--- src/udppd_pkg.sv ---
package udppd_pkg;

    // Sizing
    localparam int TABLE_ENTRIES = 64;
    localparam int PEER_COUNT    = 8;
    localparam int GROUP_SIZE    = 8;
    localparam int GROUP_COUNT   = (TABLE_ENTRIES + GROUP_SIZE - 1) / GROUP_SIZE;
    localparam int QUEUE_DEPTH   = 4;

    // Byte counter, saturating at all ones
    localparam int POS_W = 11;
    localparam logic [POS_W-1:0] POS_MAX = '1;

    // Header geometry
    localparam logic [4:0]  ETH_HDR      = 5'd14;
    localparam logic [4:0]  VLAN_HDR     = 5'd18;
    localparam logic [11:0] ET_POS       = 12'd12;
    localparam logic [11:0] VLAN_ET_POS  = 12'd16;
    localparam logic [6:0]  V4_MIN_HDR   = 7'd20;
    localparam logic [6:0]  V6_HDR       = 7'd40;
    localparam logic [11:0] V4_PROTO_OFS = 12'd9;
    localparam logic [11:0] V6_NEXT_OFS  = 12'd6;
    localparam logic [11:0] UDP_DPORT_HI = 12'd2;
    localparam logic [11:0] UDP_DPORT_LO = 12'd3;
    localparam logic [11:0] UDP_HDR      = 12'd8;

    localparam logic [15:0] ET_VLAN   = 16'h8100;
    localparam logic [15:0] ET_IPV4   = 16'h0800;
    localparam logic [15:0] ET_IPV6   = 16'h86DD;
    localparam logic [7:0]  PROTO_UDP = 8'd17;

    typedef enum logic [1:0] {
        KIND_NONE,
        KIND_V4,
        KIND_V6,
        KIND_OTHER
    } net_kind_t;

    typedef enum logic [2:0] {
        REASON_NONE,
        REASON_TRUNCATED,
        REASON_NOT_IP,
        REASON_NOT_UDP,
        REASON_UNKNOWN_PORT,
        REASON_PEER_ABSENT
    } pass_reason_t;

    typedef enum logic [1:0] {
        OP_TABLE_WRITE,
        OP_VERDICT,
        OP_LOOKUP
    } queue_op_t;

    // One queue transaction: a table write, a settled verdict or a verdict awaiting lookup
    typedef struct packed {
        queue_op_t    op;
        logic [5:0]   slot;
        logic [15:0]  port;
        logic [2:0]   peer;
        logic         entry_valid;
        pass_reason_t reason;
    } queue_entry_t;

    function automatic net_kind_t classify(input logic [15:0] et);
        net_kind_t kind;
        if (et == ET_IPV4)
        begin
            kind = KIND_V4;
        end
        else if (et == ET_IPV6)
        begin
            kind = KIND_V6;
        end
        else
        begin
            kind = KIND_OTHER;
        end
        return kind;
    endfunction

endpackage

--- src/udppd_item_if.sv ---
interface udppd_item_if;
    logic        valid;
    logic        ready;
    logic        cmd;
    logic [7:0]  frame_byte;
    logic        frame_last;
    logic [5:0]  table_slot;
    logic [15:0] entry_port;
    logic [2:0]  entry_peer;
    logic        entry_valid;

    modport source (
        output valid, cmd, frame_byte, frame_last, table_slot, entry_port, entry_peer,
               entry_valid,
        input  ready
    );
    modport sink (
        input  valid, cmd, frame_byte, frame_last, table_slot, entry_port, entry_peer,
               entry_valid,
        output ready
    );
endinterface

--- src/udppd_result_if.sv ---
interface udppd_result_if;
    logic        valid;
    logic        ready;
    logic        dispatch;
    logic [2:0]  peer_index;
    logic [15:0] dest_port;
    logic [2:0]  pass_reason;

    modport source (
        output valid, dispatch, peer_index, dest_port, pass_reason,
        input  ready
    );
    modport sink (
        input  valid, dispatch, peer_index, dest_port, pass_reason,
        output ready
    );
endinterface

--- src/udppd_front.sv ---
module udppd_front (
    input  logic                    clk,
    input  logic                    rst_n,
    udppd_item_if.sink              item,
    input  logic                    q_ready,
    output logic                    q_push,
    output udppd_pkg::queue_entry_t q_entry
);
    import udppd_pkg::*;

    logic [POS_W-1:0] pos_reg;
    logic [POS_W-1:0] pos_next;
    logic [15:0]      et_reg;
    logic [15:0]      et_next;
    logic [4:0]       ns_reg;
    logic [4:0]       ns_next;
    net_kind_t        kind_reg;
    net_kind_t        kind_next;
    logic [6:0]       ts_reg;
    logic [6:0]       ts_next;
    logic             udp_reg;
    logic             udp_next;
    logic [15:0]      pv_reg;
    logic [15:0]      pv_next;

    logic        accept;
    logic        byte_acc;
    logic [7:0]  b;
    logic [11:0] pos_ext;
    logic [11:0] ns_ext;
    logic [11:0] off;
    logic [11:0] ts_ext;
    logic [11:0] len;
    logic [11:0] ns_n_ext;
    logic [11:0] ts_n_ext;
    logic [6:0]  min_ts;
    logic [6:0]  min_ts_n;
    logic        hdr_byte;
    logic        ip_known;
    logic        need_lookup;
    pass_reason_t reason;

    assign item.ready = q_ready;
    assign accept     = item.valid && item.ready;
    assign byte_acc   = accept && !item.cmd;
    assign b          = item.frame_byte;
    assign pos_ext    = {1'b0, pos_reg};
    assign ns_ext     = {7'd0, ns_reg};
    assign off        = pos_ext - ns_ext;
    assign min_ts     = {2'd0, ns_reg} + V4_MIN_HDR;

    // Header field capture for the current byte
    always_comb
    begin
        et_next   = et_reg;
        ns_next   = ns_reg;
        kind_next = kind_reg;
        ts_next   = ts_reg;
        udp_next  = udp_reg;
        pv_next   = pv_reg;
        hdr_byte  = 1'b0;
        ip_known  = 1'b0;
        ts_ext    = '0;

        if (pos_ext == ET_POS + 12'd1)
        begin
            et_next[7:0] = b;
            if ({et_reg[15:8], b} == ET_VLAN)
            begin
                ns_next = VLAN_HDR;
            end
            else
            begin
                ns_next   = ETH_HDR;
                kind_next = classify({et_reg[15:8], b});
            end
        end
        else if (ns_reg == VLAN_HDR && pos_ext == VLAN_ET_POS + 12'd1)
        begin
            et_next[7:0] = b;
            kind_next    = classify({et_reg[15:8], b});
        end
        else
        begin
            if (pos_ext == ET_POS || (ns_reg == VLAN_HDR && pos_ext == VLAN_ET_POS))
            begin
                et_next[15:8] = b;
            end
            hdr_byte = (pos_ext >= ns_ext);
        end

        // Network header: transport offset and protocol
        if (hdr_byte)
        begin
            unique case (kind_reg)
                KIND_V4:
                begin
                    ip_known = 1'b1;
                    if (off == 12'd0)
                    begin
                        ts_next = {2'd0, ns_reg} + {3'd0, b[3:0]} * 7'd4;
                    end
                    if (off == V4_PROTO_OFS)
                    begin
                        udp_next = (b == PROTO_UDP);
                    end
                end
                KIND_V6:
                begin
                    ip_known = 1'b1;
                    if (off == 12'd0)
                    begin
                        ts_next = {2'd0, ns_reg} + V6_HDR;
                    end
                    if (off == V6_NEXT_OFS)
                    begin
                        udp_next = (b == PROTO_UDP);
                    end
                end
                default:
                begin
                    ip_known = 1'b0;
                end
            endcase
        end

        // UDP destination port
        ts_ext = {5'd0, ts_next};
        if (ip_known && udp_next && ts_next >= min_ts)
        begin
            if (pos_ext == ts_ext + UDP_DPORT_HI)
            begin
                pv_next[15:8] = b;
            end
            if (pos_ext == ts_ext + UDP_DPORT_LO)
            begin
                pv_next[7:0] = b;
            end
        end
    end

    // Verdict on the frame as it stands after this byte
    assign len      = pos_ext + 12'd1;
    assign ns_n_ext = {7'd0, ns_next};
    assign ts_n_ext = {5'd0, ts_next};
    assign min_ts_n = {2'd0, ns_next} + V4_MIN_HDR;

    always_comb
    begin
        need_lookup = 1'b0;
        priority if (len < {7'd0, ETH_HDR} || len < ns_n_ext)
        begin
            reason = REASON_TRUNCATED;
        end
        else if (kind_next != KIND_V4 && kind_next != KIND_V6)
        begin
            reason = REASON_NOT_IP;
        end
        else if (len < ns_n_ext + {5'd0, (kind_next == KIND_V4) ? V4_MIN_HDR : V6_HDR})
        begin
            reason = REASON_TRUNCATED;
        end
        else if (!udp_next)
        begin
            reason = REASON_NOT_UDP;
        end
        else if (ts_next < min_ts_n)
        begin
            reason = REASON_NOT_IP;
        end
        else if (len < ts_n_ext + UDP_HDR)
        begin
            reason = REASON_TRUNCATED;
        end
        else
        begin
            reason      = REASON_NONE;
            need_lookup = 1'b1;
        end
    end

    // Queue transaction
    assign q_push = accept && (item.cmd || item.frame_last);

    always_comb
    begin
        q_entry.slot        = item.table_slot;
        q_entry.peer        = item.entry_peer;
        q_entry.entry_valid = item.entry_valid;
        if (item.cmd)
        begin
            q_entry.op     = OP_TABLE_WRITE;
            q_entry.port   = item.entry_port;
            q_entry.reason = REASON_NONE;
        end
        else
        begin
            q_entry.op     = need_lookup ? OP_LOOKUP : OP_VERDICT;
            q_entry.port   = need_lookup ? pv_next : 16'd0;
            q_entry.reason = reason;
        end
    end

    assign pos_next = (pos_reg == POS_MAX) ? pos_reg : pos_reg + POS_W'(1);

    // Frame state; cleared after the last byte
    always_ff @(posedge clk or negedge rst_n)
    begin
        if (!rst_n)
        begin
            pos_reg  <= '0;
            et_reg   <= '0;
            ns_reg   <= ETH_HDR;
            kind_reg <= KIND_NONE;
            ts_reg   <= '0;
            udp_reg  <= 1'b0;
            pv_reg   <= '0;
        end
        else if (byte_acc)
        begin
            if (item.frame_last)
            begin
                pos_reg  <= '0;
                et_reg   <= '0;
                ns_reg   <= ETH_HDR;
                kind_reg <= KIND_NONE;
                ts_reg   <= '0;
                udp_reg  <= 1'b0;
                pv_reg   <= '0;
            end
            else
            begin
                pos_reg  <= pos_next;
                et_reg   <= et_next;
                ns_reg   <= ns_next;
                kind_reg <= kind_next;
                ts_reg   <= ts_next;
                udp_reg  <= udp_next;
                pv_reg   <= pv_next;
            end
        end
    end

    a_frame_restart: assert property (@(posedge clk) disable iff (!rst_n)
        byte_acc && item.frame_last |=> pos_reg == '0 && kind_reg == KIND_NONE)
        else $error("frame state not cleared after last byte");

endmodule

--- src/udppd_queue.sv ---
module udppd_queue (
    input  logic                    clk,
    input  logic                    rst_n,
    input  logic                    push,
    input  udppd_pkg::queue_entry_t push_entry,
    output logic                    push_ready,
    input  logic                    pop,
    output logic                    pop_valid,
    output udppd_pkg::queue_entry_t pop_entry
);
    import udppd_pkg::*;

    localparam int PTR_W = $clog2(QUEUE_DEPTH);

    queue_entry_t     entry_mem [QUEUE_DEPTH];
    logic [PTR_W-1:0] wr_ptr_reg;
    logic [PTR_W-1:0] rd_ptr_reg;
    logic [PTR_W:0]   count_reg;
    logic [PTR_W:0]   count_next;

    assign push_ready = (count_reg != (PTR_W+1)'(QUEUE_DEPTH));
    assign pop_valid  = (count_reg != '0);
    assign pop_entry  = entry_mem[rd_ptr_reg];

    always_comb
    begin
        count_next = count_reg;
        if (push && !pop)
        begin
            count_next = count_reg + (PTR_W+1)'(1);
        end
        else if (pop && !push)
        begin
            count_next = count_reg - (PTR_W+1)'(1);
        end
    end

    // Storage
    always_ff @(posedge clk)
    begin
        if (push)
        begin
            entry_mem[wr_ptr_reg] <= push_entry;
        end
    end

    // Pointers
    always_ff @(posedge clk or negedge rst_n)
    begin
        if (!rst_n)
        begin
            wr_ptr_reg <= '0;
            rd_ptr_reg <= '0;
            count_reg  <= '0;
        end
        else
        begin
            if (push)
            begin
                wr_ptr_reg <= wr_ptr_reg + PTR_W'(1);
            end
            if (pop)
            begin
                rd_ptr_reg <= rd_ptr_reg + PTR_W'(1);
            end
            count_reg <= count_next;
        end
    end

    a_count_bound: assert property (@(posedge clk) disable iff (!rst_n)
        count_reg <= (PTR_W+1)'(QUEUE_DEPTH))
        else $error("queue count beyond depth");

    a_ptr_gap: assert property (@(posedge clk) disable iff (!rst_n)
        count_reg != '0 && count_reg != (PTR_W+1)'(QUEUE_DEPTH)
            |-> wr_ptr_reg - rd_ptr_reg == count_reg[PTR_W-1:0])
        else $error("queue pointers disagree with count");

endmodule

--- src/udppd_back.sv ---
module udppd_back (
    input  logic                    clk,
    input  logic                    rst_n,
    input  logic                    q_valid,
    input  udppd_pkg::queue_entry_t q_entry,
    output logic                    q_pop,
    input  logic [7:0]              peer_mask,
    udppd_result_if.source          result
);
    import udppd_pkg::*;

    // Port table
    logic        tab_valid_reg [TABLE_ENTRIES];
    logic [15:0] tab_port_reg  [TABLE_ENTRIES];
    logic [2:0]  tab_peer_reg  [TABLE_ENTRIES];

    logic back_en;
    logic tab_write;

    logic [GROUP_SIZE-1:0] match [GROUP_COUNT];
    logic [2:0]            cand_peer [GROUP_COUNT][GROUP_SIZE];
    logic                  grp_hit_next  [GROUP_COUNT];
    logic [2:0]            grp_peer_next [GROUP_COUNT];

    // Compare stage registers
    logic         s1_vld_reg;
    logic         s1_lookup_reg;
    logic [15:0]  s1_port_reg;
    pass_reason_t s1_reason_reg;
    logic         s1_hit_reg  [GROUP_COUNT];
    logic [2:0]   s1_peer_reg [GROUP_COUNT];

    logic         hit;
    logic [2:0]   hit_peer;

    // Output register
    logic         out_vld_reg;
    logic         out_disp_reg;
    logic         out_disp_next;
    logic [2:0]   out_peer_reg;
    logic [2:0]   out_peer_next;
    logic [15:0]  out_port_reg;
    pass_reason_t out_reason_reg;
    pass_reason_t out_reason_next;

    assign back_en   = !out_vld_reg || result.ready;
    assign q_pop     = q_valid && back_en;
    assign tab_write = q_pop && (q_entry.op == OP_TABLE_WRITE);

    // Table entries; a slot beyond the table matches no entry and is dropped
    genvar gi;
    genvar gk;
    generate
        for (gi = 0; gi < TABLE_ENTRIES; gi++)
        begin : g_entry
            always_ff @(posedge clk or negedge rst_n)
            begin
                if (!rst_n)
                begin
                    tab_valid_reg[gi] <= 1'b0;
                end
                else if (tab_write && {3'd0, q_entry.slot} == 9'(gi))
                begin
                    tab_valid_reg[gi] <= q_entry.entry_valid;
                end
            end

            always_ff @(posedge clk)
            begin
                if (tab_write && {3'd0, q_entry.slot} == 9'(gi))
                begin
                    tab_port_reg[gi] <= q_entry.port;
                    tab_peer_reg[gi] <= q_entry.peer;
                end
            end
        end

        // Per-entry compare
        for (gi = 0; gi < GROUP_COUNT; gi++)
        begin : g_group
            for (gk = 0; gk < GROUP_SIZE; gk++)
            begin : g_slot
                if (gi * GROUP_SIZE + gk < TABLE_ENTRIES)
                begin : g_live
                    assign match[gi][gk] = tab_valid_reg[gi*GROUP_SIZE+gk]
                        && (tab_port_reg[gi*GROUP_SIZE+gk] == q_entry.port);
                    assign cand_peer[gi][gk] = tab_peer_reg[gi*GROUP_SIZE+gk];
                end
                else
                begin : g_pad
                    assign match[gi][gk]     = 1'b0;
                    assign cand_peer[gi][gk] = 3'd0;
                end
            end
        end
    endgenerate

    // Lowest matching slot inside each group
    always_comb
    begin
        for (int g = 0; g < GROUP_COUNT; g++)
        begin
            grp_hit_next[g]  = |match[g];
            grp_peer_next[g] = 3'd0;
            for (int k = GROUP_SIZE - 1; k >= 0; k--)
            begin
                if (match[g][k])
                begin
                    grp_peer_next[g] = cand_peer[g][k];
                end
            end
        end
    end

    always_ff @(posedge clk or negedge rst_n)
    begin
        if (!rst_n)
        begin
            s1_vld_reg <= 1'b0;
        end
        else if (back_en)
        begin
            s1_vld_reg <= q_valid && (q_entry.op != OP_TABLE_WRITE);
        end
    end

    always_ff @(posedge clk)
    begin
        if (back_en && q_valid)
        begin
            s1_lookup_reg <= (q_entry.op == OP_LOOKUP);
            s1_port_reg   <= q_entry.port;
            s1_reason_reg <= q_entry.reason;
            for (int g = 0; g < GROUP_COUNT; g++)
            begin
                s1_hit_reg[g]  <= grp_hit_next[g];
                s1_peer_reg[g] <= grp_peer_next[g];
            end
        end
    end

    // Lowest hitting group, then the peer presence check
    always_comb
    begin
        hit      = 1'b0;
        hit_peer = 3'd0;
        for (int g = GROUP_COUNT - 1; g >= 0; g--)
        begin
            if (s1_hit_reg[g])
            begin
                hit      = 1'b1;
                hit_peer = s1_peer_reg[g];
            end
        end

        out_disp_next   = 1'b0;
        out_peer_next   = 3'd0;
        out_reason_next = s1_reason_reg;
        if (s1_lookup_reg)
        begin
            if (!hit)
            begin
                out_reason_next = REASON_UNKNOWN_PORT;
            end
            else if ({1'b0, hit_peer} < 4'(PEER_COUNT) && peer_mask[hit_peer])
            begin
                out_disp_next   = 1'b1;
                out_peer_next   = hit_peer;
                out_reason_next = REASON_NONE;
            end
            else
            begin
                out_reason_next = REASON_PEER_ABSENT;
            end
        end
    end

    always_ff @(posedge clk or negedge rst_n)
    begin
        if (!rst_n)
        begin
            out_vld_reg <= 1'b0;
        end
        else if (back_en)
        begin
            out_vld_reg <= s1_vld_reg;
        end
    end

    always_ff @(posedge clk)
    begin
        if (back_en && s1_vld_reg)
        begin
            out_disp_reg   <= out_disp_next;
            out_peer_reg   <= out_peer_next;
            out_port_reg   <= s1_port_reg;
            out_reason_reg <= out_reason_next;
        end
    end

    assign result.valid       = out_vld_reg;
    assign result.dispatch    = out_disp_reg;
    assign result.peer_index  = out_peer_reg;
    assign result.dest_port   = out_port_reg;
    assign result.pass_reason = out_reason_reg;

    a_disp_reason: assert property (@(posedge clk) disable iff (!rst_n)
        out_vld_reg && out_disp_reg |-> out_reason_reg == REASON_NONE)
        else $error("dispatched verdict carries a pass reason");

    a_pass_peer: assert property (@(posedge clk) disable iff (!rst_n)
        out_vld_reg && !out_disp_reg |-> out_peer_reg == 3'd0
            && out_reason_reg != REASON_NONE)
        else $error("passed verdict has peer or no reason");

    a_stage_move: assert property (@(posedge clk) disable iff (!rst_n)
        back_en && s1_vld_reg |=> out_vld_reg)
        else $error("verdict lost between compare and output stages");

endmodule

--- src/udp_port_packet_dispatcher.sv ---
// Classifies frames byte by byte (Ethernet, one optional 802.1Q tag, IPv4 or
// IPv6, UDP) and gives one verdict per frame after its last byte: dispatch to
// the peer bound to the UDP destination port, or pass with a reason. Port-table
// writes travel through the same path, so they apply in order with respect to
// the frames around them. One transaction is taken every cycle while the
// four-entry queue between parser and lookup has room; a verdict leaves
// through the queue, the table compare stage and the output register once the
// last byte is taken. The table compare runs over all entries in parallel, with
// the lowest-slot priority resolved in two registered steps of eight. No
// clearing pass follows reset. peer_present_mask sits at byte address 0.
module udp_port_packet_dispatcher (
    input  logic            clk,
    input  logic            rst_n,
    udppd_item_if.sink      item,
    udppd_result_if.source  result,
    input  logic            psel,
    input  logic            penable,
    input  logic            pwrite,
    input  logic [2:0]      paddr,
    input  logic [31:0]     pwdata,
    output logic [31:0]     prdata,
    output logic            pready
);
    import udppd_pkg::*;

    logic [7:0]   mask_reg;
    logic         q_push;
    logic         q_ready;
    logic         q_pop;
    logic         q_valid;
    queue_entry_t q_in;
    queue_entry_t q_out;

    // Register port
    assign pready = 1'b1;
    assign prdata = (paddr[2] == 1'b0) ? {24'd0, mask_reg} : 32'd0;

    always_ff @(posedge clk or negedge rst_n)
    begin
        if (!rst_n)
        begin
            mask_reg <= '0;
        end
        else if (psel && penable && pwrite && pready && paddr[2] == 1'b0)
        begin
            mask_reg <= pwdata[7:0];
        end
    end

    udppd_front u_front (
        .clk     (clk),
        .rst_n   (rst_n),
        .item    (item),
        .q_ready (q_ready),
        .q_push  (q_push),
        .q_entry (q_in)
    );

    udppd_queue u_queue (
        .clk        (clk),
        .rst_n      (rst_n),
        .push       (q_push),
        .push_entry (q_in),
        .push_ready (q_ready),
        .pop        (q_pop),
        .pop_valid  (q_valid),
        .pop_entry  (q_out)
    );

    udppd_back u_back (
        .clk       (clk),
        .rst_n     (rst_n),
        .q_valid   (q_valid),
        .q_entry   (q_out),
        .q_pop     (q_pop),
        .peer_mask (mask_reg),
        .result    (result)
    );

endmodule

--- src/flat_wrapper.sv ---
// flat-port wrapper written by rule: the top's interface ports become plain ports
module udp_port_packet_dispatcher_flat import udppd_pkg::*;
  (clk, rst_n, psel, penable, pwrite, paddr, pwdata, prdata, pready, item_valid, item_cmd, item_frame_byte, item_frame_last, item_table_slot, item_entry_port, item_entry_peer, item_entry_valid, item_ready, result_valid, result_dispatch, result_peer_index, result_dest_port, result_pass_reason, result_ready);
  udppd_item_if item_i ();
  udppd_result_if result_i ();
  input  logic clk;
  input  logic rst_n;
  input  logic psel;
  input  logic penable;
  input  logic pwrite;
  input  logic [2:0] paddr;
  input  logic [31:0] pwdata;
  output logic [31:0] prdata;
  output logic pready;
  input wire logic [$bits(item_i.valid)-1:0] item_valid;
  input wire logic [$bits(item_i.cmd)-1:0] item_cmd;
  input wire logic [$bits(item_i.frame_byte)-1:0] item_frame_byte;
  input wire logic [$bits(item_i.frame_last)-1:0] item_frame_last;
  input wire logic [$bits(item_i.table_slot)-1:0] item_table_slot;
  input wire logic [$bits(item_i.entry_port)-1:0] item_entry_port;
  input wire logic [$bits(item_i.entry_peer)-1:0] item_entry_peer;
  input wire logic [$bits(item_i.entry_valid)-1:0] item_entry_valid;
  output wire logic [$bits(item_i.ready)-1:0] item_ready;
  output wire logic [$bits(result_i.valid)-1:0] result_valid;
  output wire logic [$bits(result_i.dispatch)-1:0] result_dispatch;
  output wire logic [$bits(result_i.peer_index)-1:0] result_peer_index;
  output wire logic [$bits(result_i.dest_port)-1:0] result_dest_port;
  output wire logic [$bits(result_i.pass_reason)-1:0] result_pass_reason;
  input wire logic [$bits(result_i.ready)-1:0] result_ready;
  assign item_i.valid = item_valid;
  assign item_i.cmd = item_cmd;
  assign item_i.frame_byte = item_frame_byte;
  assign item_i.frame_last = item_frame_last;
  assign item_i.table_slot = item_table_slot;
  assign item_i.entry_port = item_entry_port;
  assign item_i.entry_peer = item_entry_peer;
  assign item_i.entry_valid = item_entry_valid;
  assign item_ready = item_i.ready;
  assign result_valid = result_i.valid;
  assign result_dispatch = result_i.dispatch;
  assign result_peer_index = result_i.peer_index;
  assign result_dest_port = result_i.dest_port;
  assign result_pass_reason = result_i.pass_reason;
  assign result_i.ready = result_ready;
  udp_port_packet_dispatcher u_core (.clk(clk), .rst_n(rst_n), .item(item_i), .result(result_i), .psel(psel), .penable(penable), .pwrite(pwrite), .paddr(paddr), .pwdata(pwdata), .prdata(prdata), .pready(pready));
endmodule
--- config.mk ---
export PLATFORM = sky130hd
export DESIGN_NAME = udp_port_packet_dispatcher_flat
export DESIGN_NICKNAME = d
export VERILOG_FILES = /design/src/udppd_pkg.sv /design/src/udppd_item_if.sv /design/src/udppd_result_if.sv /design/src/udppd_front.sv /design/src/udppd_queue.sv /design/src/udppd_back.sv /design/src/udp_port_packet_dispatcher.sv /design/src/flat_wrapper.sv
export SDC_FILE = /design/constraint.sdc
export NUM_CORES = 2
export LEC_CHECK = 0
export BUFFER_PORTS_ARGS = -buffer_cell sky130_fd_sc_hd__buf_2
export CORE_ASPECT_RATIO = 1.75
export CORE_MARGIN = 2
export CORE_UTILIZATION = 60
export DETAILED_ROUTE_END_ITERATION = 8
export PLACE_DENSITY = 0.76
export SLEW_MARGIN = 20
export SYNTH_ARGS = -nofsm -noshare
export SYNTH_HDL_FRONTEND = slang
export SYNTH_SLANG_ARGS = --single-unit
export TNS_END_PERCENT = 50
--- constraint.sdc ---
create_clock -name clk -period 6.3 [get_ports clk]
set_input_delay 0.945 -clock clk [delete_from_list [all_inputs] [get_ports clk]]
set_output_delay 0.945 -clock clk [all_outputs]
set_load 0.02 [all_outputs]
==> summary.md <==
| Metric | Value |
|---|---|
| Antenna violations before repair | `8` |
| Final HPWL DP | `99.10 mm` |
| Num CTS Buffers | `about 130` |
| Largest register FFs | `1,024` |
| Warnings, synthesis | `0` |
| Minimum hold slack | `0.08086 ns` |
| Worst flop-to-flop path startpoint | `u_core.u_front.ns_reg[3]` |
| Unique masters post-synth | `79` |
| Largest net degree at the start of global routing | `67` |
| Final setup vio count | `0` |
| GR Util All Layers | `between 20% and 30%` |
| Yosys top cell by area | `edfxtp_1` |
| Clk_lat worst skew | `0.78 ns` |
| Synthesized area per cell | `15.46 um^2` |
| Final WS setup | `0.2944 ns` |
| Origin of the worst setup path | `u_core.u_front.ns_reg[3]` |
| Vias per Instance | `5.958` |
| Status | `finished, final reports clean` |
| Share of layout cells above drive strength 1 | `14.94%` |
| Final net count | `between 4,000 and 5,000` |
| CP Capture Type | `flip-flop` |
| CTS max path bufs | `3` |
| Width of the die | `254.7 um` |
| Post-CTS Setup Bufs | `0` |
| First-pass GRT wire length | `231.2 mm` |
| Core Rows | `161` |
| Cells after DPL | `~6,000` |
| Ys flop type | `edfxtp_1` |
| RSZ-0062 raised after global routing | `false` |
| Top area cells in the synthesized netlist | `edfxtp_1 (64%), xnor2_1 (14%), dfrtp_1 (4.9%)` |
| Placement Cell Area | `69,090 um^2` |
| Die area | `112,700 um^2` |
| DRT Pass-1 Iters | `6` |
| 1st-iter DRT viols | `between 2,000 and 3,000` |
| Final hold violation count | `0` |
| Asr flop ratio synth | `around 8.5%` |
| Num Clock Sinks | `1,541` |
| Detail Route Antenna Nets | `0` |
| Post-synth top area share | `between 60% and 70%` |
| GPL Wtd Cong | `~0.92` |
| Post-Route WL | `155.9 mm` |
| Reg2Reg Depth | `24` |
| Cell Count, Final, Fillers Out | `roughly 6,100` |
| Pleak | `24.39 nW` |
| Drc violations | `0` |
| Core area | `109,600 um^2` |
| Post-Syn Area | `65,990 um^2` |
| CP Max Fanout | `9` |
| Final Cell Area | `73,360 um^2` |
| Crit Reg-Reg Endpoint | `u_core.u_queue.entry_mem[3][22]` |
| CP Class | `reg -> reg` |
| # IOs | `136` |
| Peak supply drop | `376.4 uV` |
| Die height | `around 440 um` |
| Reg2Reg Setup Slack | `approximately 0.29 ns` |
| Min Tclk post-route | `6.006 ns` |
| Startpoint type of the worst setup path | `flip-flop` |
| CTS clk-pin slew, worst paths | `0.07 ns` |
| Max-slew violation count | `0` |
| TritonCTS clock tree | `done` |
| Arr. time, crit path | `6.52 ns` |
| Number of global-route vias before repair | `37,550` |
| Vias | `about 36,000` |
| Pwr Total | `33.39 mW` |
| Clock Skew | `0.02952 ns` |
| Total Negative Setup Slacks | `0 ns` |
| Number of cells produced by synthesis | `~4,300` |
| Hold crit path type | `in -> async` |
| Initial Util | `60.21%` |
| Gr ovfl total | `0` |
| Synth Register Bits | `~1,500` |
| Worst slew pin tran | `about 1.2 ns` |
| Register area share after synthesis | `69.14%` |
| Hold bufs inserted after CTS | `0` |
| # H-tree levels | `4` |
| Rel. slew slack | `23.30%` |
| Drt wl/cell | `25.60 um` |
| Buffers on Ports | `84` |
| Max cap viols | `0` |
| FMAX | `166.5 MHz` |
| Post-place setup slack | `0.2185 ns` |
| Root Buffer | `clkbuf_16` |
| Power Density | `455.1 nW/um^2` |
| Area grow syn2layout | `11.18%` |
| CP endpoint | `u_core.u_queue.entry_mem[3][22]` |
| Critical path data required time | `around 6.8 ns` |
| Utilization after layout | `66.95%` |
| Post-synth EDFFs | `around 1,400` |
| Tcrit/Tclk final | `95.33%` |
-- logic make-up (layout without fill, tap and decap cells) --
kind of cell	count (synthesis)	after routing	share of synthesized area [%]
simple gates	825	825	6.563
mux	223	223	4.247
buf+inv	301	630	2.025
fa+ha+maj	64	64	1.259
other cells	2	27	0.01138
flops	1541	1541	69.14
compound gates	255	255	2.704
xor+xnor	1057	1057	14.05
-- cell type report --
| cell class | instances | area (um^2) |
|---|---|---|
| Inverter | 117 | 439.2 |
| Multi-Input combinational cell | 2449 | 19220 |
| Clock buffer | 174 | 3551 |
| Tap cell | 1467 | 1836 |
| Sequential cell | 1541 | 45620 |
| Fill cell | 7530 | 36220 |
| Antenna cell | 2 | 5.005 |
| Timing Repair Buffer | 271 | 1997 |
| Clock inverter | 68 | 688.2 |
-- worst max-delay path, stage by stage, from the launching register on --
cell and delay (ns):
dfstp_2 0.63, inv_1 0.08, ha_1 0.40, or2_2 0.36, a221oi_2 0.31, o21bai_2 0.21, or3_4 0.43, nor3_1 0.24
or2_2 0.19, inv_1 0.08, ha_1 0.26, nand2b_1 0.14, a21o_1 0.18, a21o_1 0.18, a21oi_1 0.30, o21ai_0 0.16
o311ai_1 0.28, nor2_1 0.12, nor4b_2 0.20, buf_4 0.15, o2111ai_1 0.09, buf_4 0.25, mux2i_1 0.22, o21ai_0 0.12
buf_4 0.16
-- cell usage after synthesis (9+ instances only) --
cell type  count
o22ai_1        9
clkbuf_1      47
buf_2         72
xor2_1        14
xnor2_1     1042
and3_1        10
nor2_1       185
dfrtp_1      128
ha_1          60
buf_4         27
a221oi_1      28
nor2b_1       28
nand4_1      218
mux2_2       146
mux2i_1       46
nor4_1        72
nand2_1       81
or3_1         10
o21ai_0       77
buf_1         36
nand3_1      155
nor3_1        15
and2_1        11
inv_1        115
or2_2         12
mux4_2        31
edfxtp_1    1410
a22o_1        31
a21oi_1       28
-- power by group --
part | leakage [nW] | switching, mW | internal, mW | total (mW)
Sequential | 14.6 | 0.302 | 13.4 | 13.7
Clock | 2.07 | 3.68 | 4.37 | 8.05
Combinational | 7.77 | 7.65 | 3.96 | 11.6
-- repair_timing --
item                                    4_1_cts  5_1_grt
endpoints found under the setup margin        0       72
resized for setup                             0        6
endpoints found under the hold margin         0        0
-- cells in the final DEF, fill, tap and decap left out, types with 10 or more instances in the layout --
cell / n
nand4_1: 218
and3_1: 10
clkinv_1: 18
inv_1: 114
nor2_2: 20
nand2_1: 81
mux2_2: 146
clkbuf_16: 132
or2_2: 12
ha_1: 60
buf_12: 13
mux2i_1: 46
edfxtp_1: 1410
mux4_2: 14
xor2_1: 14
a21oi_1: 28
a221oi_1: 28
clkinv_2: 20
nor4_1: 72
mux4_4: 17
clkbuf_1: 33
nor3_1: 13
nand3_1: 155
dfrtp_1: 127
nor2_1: 166
buf_4: 173
conb_1: 25
xnor2_1: 1042
nor2b_1: 28
buf_2: 83
and2_1: 11
a22o_1: 31
o21ai_0: 75
-- routing by layer --
| metal | global-route usage (%) | wire (um) |
|---|---|---|
| met1 | 32.16 | 56810 |
| met5 | 0 | 0 |
| met4 | 14.87 | 9066 |
| met3 | 3.502 | 6563 |
| met2 | 50.72 | 83430 |
-- worst min-delay path by stage --
stage                                                   end  slack (ns)                          from  depth (start not counted)
final                           u_core.u_queue.count_reg[1]        0.08                         rst_n                          1
after global routing            u_core.u_queue.count_reg[1]        0.08                         rst_n                          1
after CTS                       u_core.u_queue.count_reg[1]        0.06                         rst_n                          1
after detailed placement  u_core.u_back.result.dest_port[8]        0.40  u_core.u_back.s1_port_reg[8]                          0
after global placement    u_core.u_back.result.dest_port[0]        0.40  u_core.u_back.s1_port_reg[0]                          0
after floorplan           u_core.u_back.result.dest_port[0]        0.40  u_core.u_back.s1_port_reg[0]                          0
Power figures use the tool's default switching activity.
